`src/sv/pir_presence_qualifier_core_defines.svh`:
```
// ---------------------------------------------------------------------------
// PIR presence qualifier assertion macros
// Shared concurrent assertion forms used by the qualifier core.
// ---------------------------------------------------------------------------
`ifndef PIR_PRESENCE_QUALIFIER_CORE_DEFINES_SVH
`define PIR_PRESENCE_QUALIFIER_CORE_DEFINES_SVH

// Same-cycle implication, disabled during reset.
`define PIRQ_ASSERT_SAME(label, clk, rst, ante, cons, msg) \
   label: assert property (@(posedge clk) disable iff (rst) (ante) |-> (cons)) \
      else $error(msg);

// Next-cycle implication, disabled during reset.
`define PIRQ_ASSERT_NEXT(label, clk, rst, ante, cons, msg) \
   label: assert property (@(posedge clk) disable iff (rst) (ante) |=> (cons)) \
      else $error(msg);

`endif

```
`src/sv/pirq_pkg.sv`:
```
// ---------------------------------------------------------------------------
// PIR presence qualifier package
// Register map, reset values and shared types of the qualifier core.
// ---------------------------------------------------------------------------
package pirq_pkg;

   localparam int COUNT_WIDTH_DEFAULT = 20;

   localparam int CSR_ADDR_WIDTH = 5;
   localparam int CSR_DATA_WIDTH = 32;
   localparam int CSR_INDEX_WIDTH = 3;

   localparam logic [CSR_INDEX_WIDTH-1:0] CSR_WARMUP_TIME       = 3'd0;
   localparam logic [CSR_INDEX_WIDTH-1:0] CSR_SAMPLE_INTERVAL   = 3'd1;
   localparam logic [CSR_INDEX_WIDTH-1:0] CSR_RETRIGGER_HOLDOFF = 3'd2;
   localparam logic [CSR_INDEX_WIDTH-1:0] CSR_RISE_CONFIRM_TIME = 3'd3;
   localparam logic [CSR_INDEX_WIDTH-1:0] CSR_FALL_CONFIRM_TIME = 3'd4;

   localparam logic [19:0] WARMUP_TIME_RESET       = 20'd30000;
   localparam logic [15:0] SAMPLE_INTERVAL_RESET   = 16'd50;
   localparam logic [19:0] RETRIGGER_HOLDOFF_RESET = 20'd2000;
   localparam logic [15:0] RISE_CONFIRM_TIME_RESET = 16'd200;
   localparam logic [19:0] FALL_CONFIRM_TIME_RESET = 20'd3000;

   typedef struct packed {
      logic [19:0] warmup_time;
      logic [15:0] sample_interval;
      logic [19:0] retrigger_holdoff;
      logic [15:0] rise_confirm_time;
      logic [19:0] fall_confirm_time;
   } cfg_type;

   typedef struct packed {
      logic presence;
      logic warmup_masking;
   } result_type;

endpackage

```
`src/sv/pirq_csr.sv`:
```
// ---------------------------------------------------------------------------
// PIR presence qualifier register file
// APB-style write/read access to the five timing registers.
// ---------------------------------------------------------------------------
module pirq_csr (
   input  logic                                 clock,
   input  logic                                 reset,
   input  logic                                 csr_psel,
   input  logic                                 csr_penable,
   input  logic                                 csr_pwrite,
   input  logic [pirq_pkg::CSR_ADDR_WIDTH-1:0]  csr_paddr,
   input  logic [pirq_pkg::CSR_DATA_WIDTH-1:0]  csr_pwdata,
   output logic [pirq_pkg::CSR_DATA_WIDTH-1:0]  csr_prdata,
   output logic                                 csr_pready,
   output pirq_pkg::cfg_type                    cfg
);

   pirq_pkg::cfg_type cfg_ff;
   logic [pirq_pkg::CSR_INDEX_WIDTH-1:0] index;
   logic wr_en;

   assign index = csr_paddr[pirq_pkg::CSR_ADDR_WIDTH-1:2];
   assign wr_en = csr_psel && csr_penable && csr_pwrite;
   assign csr_pready = 1'b1;
   assign cfg = cfg_ff;

   always_ff @(posedge clock) begin
      if (reset) begin
         cfg_ff.warmup_time       <= pirq_pkg::WARMUP_TIME_RESET;
         cfg_ff.sample_interval   <= pirq_pkg::SAMPLE_INTERVAL_RESET;
         cfg_ff.retrigger_holdoff <= pirq_pkg::RETRIGGER_HOLDOFF_RESET;
         cfg_ff.rise_confirm_time <= pirq_pkg::RISE_CONFIRM_TIME_RESET;
         cfg_ff.fall_confirm_time <= pirq_pkg::FALL_CONFIRM_TIME_RESET;
      end else if (wr_en) begin
         case (index)
            pirq_pkg::CSR_WARMUP_TIME:       cfg_ff.warmup_time       <= csr_pwdata[19:0];
            pirq_pkg::CSR_SAMPLE_INTERVAL:   cfg_ff.sample_interval   <= csr_pwdata[15:0];
            pirq_pkg::CSR_RETRIGGER_HOLDOFF: cfg_ff.retrigger_holdoff <= csr_pwdata[19:0];
            pirq_pkg::CSR_RISE_CONFIRM_TIME: cfg_ff.rise_confirm_time <= csr_pwdata[15:0];
            pirq_pkg::CSR_FALL_CONFIRM_TIME: cfg_ff.fall_confirm_time <= csr_pwdata[19:0];
            default: ;
         endcase
      end
   end

   always_comb begin
      case (index)
         pirq_pkg::CSR_WARMUP_TIME:       csr_prdata = 32'(cfg_ff.warmup_time);
         pirq_pkg::CSR_SAMPLE_INTERVAL:   csr_prdata = 32'(cfg_ff.sample_interval);
         pirq_pkg::CSR_RETRIGGER_HOLDOFF: csr_prdata = 32'(cfg_ff.retrigger_holdoff);
         pirq_pkg::CSR_RISE_CONFIRM_TIME: csr_prdata = 32'(cfg_ff.rise_confirm_time);
         pirq_pkg::CSR_FALL_CONFIRM_TIME: csr_prdata = 32'(cfg_ff.fall_confirm_time);
         default:                         csr_prdata = '0;
      endcase
   end

endmodule

```
`src/sv/pirq_qualifier.sv`:
```
// ---------------------------------------------------------------------------
// PIR presence qualifier state
// Mode machine and saturating elapsed counters, stepped once per tick item.
// ---------------------------------------------------------------------------
module pirq_qualifier #(
   parameter int COUNT_WIDTH = pirq_pkg::COUNT_WIDTH_DEFAULT
) (
   input  logic                 clock,
   input  logic                 reset,
   input  pirq_pkg::cfg_type    cfg,
   input  logic                 step,
   input  logic                 raw_level,
   output pirq_pkg::result_type result
);

   localparam int CmpWidth = (COUNT_WIDTH > 20) ? COUNT_WIDTH : 20;

   typedef enum logic [1:0] {
      MODE_IDLE   = 2'd0,
      MODE_RISE   = 2'd1,
      MODE_ACTIVE = 2'd2,
      MODE_FALL   = 2'd3
   } mode_type;

   typedef logic [COUNT_WIDTH-1:0] count_type;

   mode_type  mode_ff, mode_in;
   count_type since_reset_ff, since_reset_in;
   count_type since_sample_ff, since_sample_in;
   count_type since_entry_ff, since_entry_in;
   count_type since_release_ff, since_release_in;

   logic warmup_active, sample_due, holdoff_met, rise_met, fall_met;
   logic entry_restart, release_restart, sample_restart;

   function automatic count_type count_up(input count_type c);
      return (c == '1) ? c : c + 1'b1;
   endfunction

   // Counters and registers are compared on a common width; a register value
   // beyond the counter range is simply never reached.
   assign warmup_active = CmpWidth'(since_reset_ff) < CmpWidth'(cfg.warmup_time);
   assign sample_due    = CmpWidth'(since_sample_ff) >= CmpWidth'(cfg.sample_interval);
   assign holdoff_met   = CmpWidth'(since_release_ff) >= CmpWidth'(cfg.retrigger_holdoff);
   assign rise_met      = CmpWidth'(since_entry_ff) >= CmpWidth'(cfg.rise_confirm_time);
   assign fall_met      = CmpWidth'(since_entry_ff) >= CmpWidth'(cfg.fall_confirm_time);

   always_comb begin
      mode_in         = mode_ff;
      entry_restart   = 1'b0;
      release_restart = 1'b0;
      sample_restart  = 1'b0;
      if (warmup_active) begin
         mode_in       = MODE_IDLE;
         entry_restart = 1'b1;
      end else if (sample_due) begin
         sample_restart = 1'b1;
         case (mode_ff)
            MODE_IDLE: begin
               if (raw_level && holdoff_met) mode_in = MODE_RISE;
            end
            MODE_RISE: begin
               if (!raw_level) mode_in = MODE_IDLE;
               else if (rise_met) mode_in = MODE_ACTIVE;
            end
            MODE_ACTIVE: begin
               if (!raw_level) mode_in = MODE_FALL;
            end
            MODE_FALL: begin
               if (raw_level) begin
                  mode_in = MODE_ACTIVE;
               end else if (fall_met) begin
                  mode_in         = MODE_IDLE;
                  release_restart = 1'b1;
               end
            end
            default: mode_in = MODE_IDLE;
         endcase
         if (mode_in != mode_ff) entry_restart = 1'b1;
      end
   end

   // A restarted counter still advances at the end of the tick.
   assign since_reset_in   = count_up(since_reset_ff);
   assign since_sample_in  = count_up(sample_restart ? '0 : since_sample_ff);
   assign since_entry_in   = count_up(entry_restart ? '0 : since_entry_ff);
   assign since_release_in = count_up(release_restart ? '0 : since_release_ff);

   assign result.presence       = (mode_in == MODE_ACTIVE) || (mode_in == MODE_FALL);
   assign result.warmup_masking = warmup_active;

   always_ff @(posedge clock) begin
      if (reset) begin
         mode_ff          <= MODE_IDLE;
         since_reset_ff   <= '0;
         since_sample_ff  <= '0;
         since_entry_ff   <= '0;
         since_release_ff <= '0;
      end else if (step) begin
         mode_ff          <= mode_in;
         since_reset_ff   <= since_reset_in;
         since_sample_ff  <= since_sample_in;
         since_entry_ff   <= since_entry_in;
         since_release_ff <= since_release_in;
      end
   end

endmodule

```
`src/sv/pir_presence_qualifier_core.sv`:
```
// ---------------------------------------------------------------------------
// PIR presence qualifier core
// Pipeline: an accepted item waits in the s1 register, then is stepped into the result register.
// Throughput: one item per cycle while rsp_ready holds, set by the single-pass qualifier step.
// Reset: synchronous; clears the pipeline, mode and counters, restores registers.
// ---------------------------------------------------------------------------
`include "pir_presence_qualifier_core_defines.svh"

module pir_presence_qualifier_core #(
   parameter int COUNT_WIDTH = pirq_pkg::COUNT_WIDTH_DEFAULT
) (
   input  logic                                 clock,
   input  logic                                 reset,
   input  logic                                 req_valid,
   output logic                                 req_ready,
   input  logic                                 req_raw_level,
   output logic                                 rsp_valid,
   input  logic                                 rsp_ready,
   output logic                                 rsp_presence,
   output logic                                 rsp_warmup_masking,
   input  logic                                 csr_psel,
   input  logic                                 csr_penable,
   input  logic                                 csr_pwrite,
   input  logic [pirq_pkg::CSR_ADDR_WIDTH-1:0]  csr_paddr,
   input  logic [pirq_pkg::CSR_DATA_WIDTH-1:0]  csr_pwdata,
   output logic [pirq_pkg::CSR_DATA_WIDTH-1:0]  csr_prdata,
   output logic                                 csr_pready
);

   pirq_pkg::cfg_type    cfg;
   pirq_pkg::result_type step_result;

   logic s1_valid_ff, s1_raw_ff;
   logic rsp_valid_ff;
   pirq_pkg::result_type rsp_result_ff;
   logic advance;

   pirq_csr u_csr (
      .clock       (clock),
      .reset       (reset),
      .csr_psel    (csr_psel),
      .csr_penable (csr_penable),
      .csr_pwrite  (csr_pwrite),
      .csr_paddr   (csr_paddr),
      .csr_pwdata  (csr_pwdata),
      .csr_prdata  (csr_prdata),
      .csr_pready  (csr_pready),
      .cfg         (cfg)
   );

   pirq_qualifier #(
      .COUNT_WIDTH (COUNT_WIDTH)
   ) u_qualifier (
      .clock     (clock),
      .reset     (reset),
      .cfg       (cfg),
      .step      (advance),
      .raw_level (s1_raw_ff),
      .result    (step_result)
   );

   // The registered item moves on whenever the result register is free or
   // is being emptied in this cycle.
   assign advance   = s1_valid_ff && (!rsp_valid_ff || rsp_ready);
   assign req_ready = !s1_valid_ff || advance;

   always_ff @(posedge clock) begin
      if (reset) begin
         s1_valid_ff  <= 1'b0;
         rsp_valid_ff <= 1'b0;
      end else begin
         if (req_ready) s1_valid_ff <= req_valid;
         if (advance) rsp_valid_ff <= 1'b1;
         else if (rsp_ready) rsp_valid_ff <= 1'b0;
      end
   end

   always_ff @(posedge clock) begin
      if (req_valid && req_ready) s1_raw_ff <= req_raw_level;
      if (advance) rsp_result_ff <= step_result;
   end

   assign rsp_valid          = rsp_valid_ff;
   assign rsp_presence       = rsp_result_ff.presence;
   assign rsp_warmup_masking = rsp_result_ff.warmup_masking;

   `PIRQ_ASSERT_SAME(a_mask_blocks_presence, clock, reset, rsp_valid_ff && rsp_result_ff.warmup_masking, !rsp_result_ff.presence, "presence reported during warm-up")
   `PIRQ_ASSERT_NEXT(a_step_fills_result, clock, reset, advance, rsp_valid_ff, "stepped item did not reach the result register")
   `PIRQ_ASSERT_NEXT(a_stalled_item_kept, clock, reset, s1_valid_ff && !advance, s1_valid_ff && $stable(s1_raw_ff), "waiting item lost or changed")

endmodule

```
`config.mk`:
```
export PLATFORM = sky130hd
export DESIGN_NAME = pir_presence_qualifier_core
export DESIGN_NICKNAME = d
export VERILOG_FILES = /design/src/sv/pirq_pkg.sv /design/src/sv/pirq_csr.sv /design/src/sv/pirq_qualifier.sv /design/src/sv/pir_presence_qualifier_core.sv
export VERILOG_INCLUDE_DIRS = /design/src /design/src/sv
export SDC_FILE = /design/constraint.sdc
export NUM_CORES = 1
export LEC_CHECK = 0
export BUFFER_PORTS_ARGS = -buffer_cell sky130_fd_sc_hd__buf_2
export CORE_MARGIN = 8
export CORE_UTILIZATION = 50
export DETAILED_ROUTE_END_ITERATION = 10
export GPL_ROUTABILITY_DRIVEN = 0
export HOLD_SLACK_MARGIN = 0.12
export MAX_ROUTING_LAYER = met4
export PLACE_DENSITY = 0.7
export SYNTH_ARGS = -nofsm -noshare
export SYNTH_HDL_FRONTEND = slang
export SYNTH_HIERARCHICAL = 1
export SYNTH_SLANG_ARGS = --single-unit
```
`constraint.sdc`:
```
create_clock -name clock -period 3.8 [get_ports clock]
set_input_delay 0.19 -clock clock [delete_from_list [all_inputs] [get_ports clock]]
set_output_delay 0.19 -clock clock [all_outputs]
set_load 0.1 [all_outputs]
```
==> results.py, run 1 <==
metrics = {
    "finish": {
        "final_cell_mix": "dfxtp_1, nor2_1, mux2i_1",
        "antennaDiodeCount": 0,
        "drive_gt1_share_pct": 21.7,
        "area_growth_syn_to_layout_pct": 19.7,
        "final_common_cell": "dfxtp_1",
        "final_net_count": 1617,
    },
    "sta": {
        "worstMarginPinSlew_ps": 1110,
        "fin_tns_setup_ps": 0,
        "fin_crit_ps": 3710,
        "slew_violations": 0,
        "finClkSkew_ps": 14.1,
        "fmax_mhz": 269,
        "period_share_pct": 97.7,
        "setup_slack_ps": 85.7,
        "hold_violations": 0,
        "max-slew-margin-rel_pct": 25.5,
        "setup_viol": 0,
    },
    "clock_network": {
        "clock_path_buffers": 2,
        "cts-root-buf": "clkbuf_16",
        "cts_buffers": 17,
        "numClockSinks": 179,
        "cts_tree": "done",
        "clkSlewWorstSetupHoldPaths_ps": 90,
        "insertion_delay_ps": 450,
        "ctsHtreeMaxLevel": 4,
    },
    "synthesis": {
        "ys.flop_type": "dfxtp_1",
        "ys_ff_latch": 179,
        "yosysWarnings": 6,
        "async_flop_share_pct": 0,
        "synth_edf_count": 3,
        "synth.top_cells.by_area": "dfxtp_1, ha_1, mux2i_1, nand2b_1, a21oi_1",
        "synth_area_leader_cell": "dfxtp_1",
        "syn_inst": 1367,
        "syn_avg_cell_area_sq_um": 8.35,
        "yosysSeqAreaShare_pct": 31.7,
        "synth_top_area_share_pct": 30.9,
        "netlist_area_sq_um": 11400,
        "yosysUniqueCellTypes": 77,
    },
    "die": {
        "initial_core_util_pct": 50.7,
        "die_h_um": 167,
        "io_pins": 82,
        "die_w_um": 167,
        "coreArea_sq_um": 22500,
        "num_rows": 55,
        "die_area_sq_um": 27900,
    },
    "min_path": {
        "worstHoldPathType": "input port to flop",
    },
    "grt": {
        "antenna_found_initial": 0,
        "track_usage_pct": 23.6,
        "grt_overflow": 0,
        "grt_pass1_vias": 9738,
        "grt_max_degree": 113,
        "grt_pass1_wl_um": 51900,
    },
    "drt": {
        "wl_met3_um": 2020,
        "routed_wl_um": 33700,
        "highest_layer": "met4",
        "drc_errors": 0,
        "wl_met1_um": 14500,
        "dr.pass1.iters": 5,
        "via_count": 10500,
        "drt-initial-drc-count": 857,
        "ant_nets": 0,
        "vias_per_cell": 5.91,
        "wire_per_inst_um": 19.0,
        "route.met2.wl_um": 15900,
    },
    "placement": {
        "place_ws_ps": -37.8,
        "io_buffer_count": 54,
        "dp_hpwl_um": 24000,
    },
    "power": {
        "p_leak_nw": 5.78,
        "vdd_drop_max_v": 0.000289,
        "powerDensity_nw_per_um2": 306,
    },
    "worst_setup_path": {
        "worstSetupPathType": "flop to flop",
        "cp-start-kind": "flop",
        "end_kind": "flop",
        "required_ps": 4180,
        "worstPathArrival_ps": 4100,
        "critPathMaxFanout": 6,
    },
    "run_status": {
        "status": "finished, final reports clean",
    },
    "run": {
        "drv_cap": 0,
    },
}
metal layers:
metal,up-vias,GRT usage [%]
met5,-,-
met4,0,9.36
met3,71,3.45
met2,390,37.8
met1,4959,29.5
li1,5074,-
layout make-up:
class                      instances  area (sq um)
fill                            1884          8840
multi-input combinational       1016          7470
sequential                       179          3680
timing repair buffer             159          1130
clock buffer                      17           425
inverter                         104           395
tap                              285           357
clock inverter                    15           206
repair_timing:
item	in CTS	in global routing
hold endpoints to repair	47	0
setup endpoints to repair	4	53
pin swaps	3	40
hold buffers	20	0
gates cloned	0	1
setup buffers	3	21
gates resized for setup	2	131
final timing paths:
check / start / end / slack, ps / depth (start not counted)
hold reg to reg: u_csr/cfg[70] / u_csr/cfg[70] / 490 / 2
hold / removal: csr_pwdata[17] / u_csr/cfg[89] / 160 / 3
setup / recovery: u_csr/cfg[46] / u_qualifier/since_entry_ff[12] / 90 / 16
setup reg to reg: u_csr/cfg[46] / u_qualifier/since_entry_ff[12] / 90 / 16
power breakdown:
group	internal (mW)	switching, mW	total [mW]
registers	1.89	0.0138	1.90
logic	0.115	0.312	0.428
clock network	0.908	0.941	1.85
total	2.91	1.27	4.18
sequential cells by signal (all words and copies together), names as in the netlist, 2 cells and up:
name                          flops
u_csr/cfg                        92
u_qualifier/since_reset_ff       20
u_qualifier/mode_ff               2
u_qualifier/since_sample_ff      20
u_qualifier/since_entry_ff       20
u_qualifier/since_release_ff     20
cell usage after synthesis, drive strengths merged (3+ instances only):
cell type,count
a211oi,13
a21boi,5
a21o,8
a21oi,87
a22oi,34
a2bb2oi,10
a31o,3
a31oi,11
a41oi,3
and2,16
and3,13
and4,8
buf,42
clkbuf,38
dfxtp,176
edfxtp,3
ha,95
inv,103
mux2,15
mux2i,102
nand2,91
nand2b,93
nand3,43
nand3b,6
nand4,35
nand4b,6
nor2,114
nor2b,7
nor3,23
nor3b,5
nor4,6
o211ai,10
o21a,3
o21ai,47
o22ai,16
or3,15
or4,10
xnor2,12
xor2,10
logic make-up (layout without fill, tap and decap cells):
family          after synthesis  in the layout  synth area share (%)
mux                         117            117                  10.4
simple gates                496            497                  23.3
fa+ha+maj                    95             95                  10.4
xor+xnor                     22             22                  1.69
other cells                   2             13                0.0658
buf+inv                     184            295                  7.12
flops                       179            179                  31.7
compound gates              272            272                  15.4
per-stage QoR:
step                cell area, sq um  std cells  util [%]  total power [mW]  hold slack, ps
floorplan                      11500       1378         -              2.27             252
global placement               12200       1700      54.2              2.34             370
detailed placement             12200       1700      54.2              2.35             377
CTS                            13100       1755      58.0              4.19             128
global route                   13700       1775      60.7              4.31             161
finish                         13700       1775      60.7              4.18             165
worst max-delay path: stages (launching register included):
cell,delay (ps)
dfxtp_2,380
inv_2,60
ha_1,290
nand2_1,80
o21ai_1,100
o21ai_1,200
a31oi_2,80
o41a_1,510
a21o_1,210
nor2_2,130
ha_2,210
nand2_2,70
nor4_4,370
buf_4,210
nand4_1,110
or4_1,490
a21oi_1,150
No activity file was read; power rests on OpenSTA's default activity.
==> run 2: changes to the inputs <==
--- a/config.mk
+++ b/config.mk
@@ -18,3 +18,2 @@
 export SYNTH_HDL_FRONTEND = slang
-export SYNTH_HIERARCHICAL = 1
 export SYNTH_SLANG_ARGS = --single-unit
==> constraint.sdc (replaced) <==
create_clock -name clock -period 3.8 [get_ports clock]
set_input_delay 0.76 -clock clock [delete_from_list [all_inputs] [get_ports clock]]
set_output_delay 0.76 -clock clock [all_outputs]
set_load 0.1 [all_outputs]
==> run 2 against run 1 <==
Synthesized area down 4.4%. Hold slack better by 310 ps. Final area grew 2.2%. Power up 0.77%. Critical path depth stayed put. Register-to-register slack improved by 30 ps. Highest routed layer unchanged.
==> results.py, run 2 <==
metrics = {
    "run_status": {
        "status": "finished, final reports clean",
    },
    "synthesis": {
        "yosysWarnings": 0,
        "yosysSeqAreaShare_pct": 33.1,
        "yosysUniqueCellTypes": 74,
        "netlist_area_sq_um": 10900,
        "synth_top_area_share_pct": 32.3,
        "synth-simple-area-share_pct": 23.2,
        "ys_ff_latch": 179,
        "ys.flop_type": "dfxtp_1",
        "async_flop_share_pct": 0,
        "synth_common_cells": "nand2_1, dfxtp_1, a21oi_1",
        "syn_avg_cell_area_sq_um": 7.86,
        "syn_inst": 1388,
        "synth_edf_count": 3,
        "synth_xor_area_share_pct": 1.61,
        "synthAdderAreaFrac_pct": 10.9,
        "synth_top_family_by_area": "simple AND/OR/NAND/NOR gates",
        "synth_mux_area_share_pct": 2.29,
        "synth-compound-area-share_pct": 21.6,
        "synth_area_leader_cell": "dfxtp_1",
        "synth_most_common_cell": "nand2_1",
        "synth.top_cells.by_area": "dfxtp_1, ha_1, nand2_1, a21oi_1, inv_1",
    },
    "worst_setup_path": {
        "crit_top_cell": "nand2_1",
        "path_delay_family": "simple AND/OR/NAND/NOR gates",
        "end_kind": "flop",
        "slowest_stage": "or4_1",
        "crit_chain": "inv_1 > ha_4 > nand4_1 > a2111o_1 > o21ai_4 > nor3b_4 > nand3_1 > and2_1 > ha_1 > nand2_1 > nor2_1 > and3_1 > a21oi_2 > nand2_1 > or4_1 > a21oi_1",
        "required_ps": 4170,
        "worstPathArrival_ps": 4060,
        "crit_buf_inv": 1,
        "max_stage_delay_ps": 480,
        "critPathLaunch": "u_csr.cfg[17]",
        "r2r-start": "u_csr.cfg[17]",
        "cp-start-kind": "flop",
        "critPathMaxFanout": 3,
        "worstSetupPathType": "flop to flop",
    },
    "drt": {
        "via_count": 11100,
        "vias_per_cell": 6.00,
        "dr.pass1.iters": 5,
        "ant_nets": 0,
        "routed_wl_um": 34700,
        "drc_errors": 0,
        "wire_per_inst_um": 18.7,
        "drt-initial-drc-count": 986,
    },
    "sta": {
        "fin_crit_ps": 3690,
        "period_share_pct": 97.1,
        "worst_hold_slack_ps": 477,
        "worstMarginPinSlew_ps": 981,
        "slew_violations": 0,
        "finClkSkew_ps": 14.6,
        "fin_tns_setup_ps": 0,
        "setup_viol": 0,
        "fmax_mhz": 271,
        "max-slew-margin-rel_pct": 34.6,
        "grt_setup_unrepaired": "true",
        "hold_violations": 0,
    },
    "min_path": {
        "worstHoldPathType": "flop to flop",
        "worstHoldStart": "u_csr.cfg[25]",
    },
    "power": {
        "finalPower_mw": 4.21,
        "powerDensity_nw_per_um2": 302,
        "p_leak_nw": 5.72,
        "vdd_drop_max_v": 0.000336,
    },
    "clock_network": {
        "cts_tree": "done",
        "ctsHtreeMaxLevel": 4,
        "clkSlewWorstSetupHoldPaths_ps": 80,
        "cts_buffers": 17,
        "postCtsHoldBufs": 0,
        "cts-root-buf": "clkbuf_16",
        "numClockSinks": 179,
        "clock_path_buffers": 2,
        "insertion_delay_ps": 450,
    },
    "grt": {
        "grt_pass1_vias": 10300,
        "grt_overflow": 0,
        "grt_max_degree": 125,
        "grt_pass1_wl_um": 53400,
        "antenna_found_initial": 0,
        "track_usage_pct": 25.7,
    },
    "die": {
        "initial_core_util_pct": 50.5,
        "num_rows": 54,
        "die_h_um": 164,
        "die_w_um": 164,
        "die_area_sq_um": 26800,
        "io_pins": 82,
        "coreArea_sq_um": 21600,
    },
    "finish": {
        "area_growth_syn_to_layout_pct": 27.9,
        "fin_cells": 1853,
        "largest_reg_flops": 92,
        "final_common_cell": "nand2_1",
        "final_cell_mix": "nand2_1, buf_4, dfxtp_1",
        "final_net_count": 1700,
        "drive_gt1_share_pct": 23.3,
        "antennaDiodeCount": 0,
    },
    "placement": {
        "dp_hpwl_um": 24700,
        "io_buffer_count": 54,
        "dpl.cell_count": 1807,
    },
    "run": {
        "drv_cap": 0,
    },
}
[run 2: cells by family (layout without fill, tap and decap cells)]
logic type | Yosys count | after routing
buffers and inverters | 184 | 358
xor gates and xnor gates | 20 | 20
adders and majority gates | 95 | 95
AOI/OAI and AO/OA | 353 | 353
and+or+nand+nor | 530 | 530
other | 2 | 13
DFF | 179 | 179
muxes | 25 | 25
[run 2: worst reg2reg max path: stages (launching register included)]
cell and delay (ps):
dfxtp_4 370, inv_1 70, ha_4 260, nand4_1 120
a2111o_1 460, o21ai_4 240, nor3b_4 310, nand3_1 150
and2_1 180, ha_1 200, nand2_1 80, nor2_1 50
and3_1 160, a21oi_2 190, nand2_1 120, or4_1 480
a21oi_1 150
[run 2: report_power, final]
group	leakage, nW	switching, mW	internal, mW
registers	1.45	0.0127	1.89
clock network	0.299	0.902	0.951
logic	3.97	0.323	0.132
total	5.72	1.24	2.98
[run 2: metal layers]
metal	track usage [%]	share of wire, %	wire length (um)	vias to the layer above
met4	10.1	3.4	1190	0
li1	-	-	-	5312
met3	3.73	6.9	2410	81
met1	32.3	43	14800	5278
met2	41.0	47	16300	440
met5	-	0	0	-
[run 2: path summary, 6_finish.rpt]
kind / endpoint / slack (ps) / depth (start not counted)
worst max-delay path: u_qualifier.since_release_ff[13] / 110 / 16
worst max register to register: u_qualifier.since_release_ff[13] / 110 / 16
worst min register to register: u_csr.cfg[25] / 480 / 2
worst min-delay path: u_csr.cfg[25] / 480 / 2
[run 2: layout make-up]
cell class,count,area [sq um]
tap,280,350
inverter,105,394
fill,1821,7660
timing repair buffer,221,1850
multi-input combinational,1036,7100
clock buffer,17,425
sequential,179,3650
clock inverter,15,185
[run 2: what timing repair did]
action,CTS,global route
endpoints found under the hold margin,0,0
resized for setup,26,88
endpoints found under the setup margin,40,49
gates cloned,1,1
pin swaps,10,54
setup buffers,4,10
[run 2: through the flow]
stage | worst slack (ps) | area, sq um | utilization (%)
after CTS | -11.8 | 13500 | 62.4
after global placement | -151 | 12700 | 58.6
after floorplan | 2.09 | 11000 | -
after detailed placement | -250 | 12700 | 58.6
after global routing | -77.5 | 14000 | 64.5
final | 112 | 14000 | 64.5
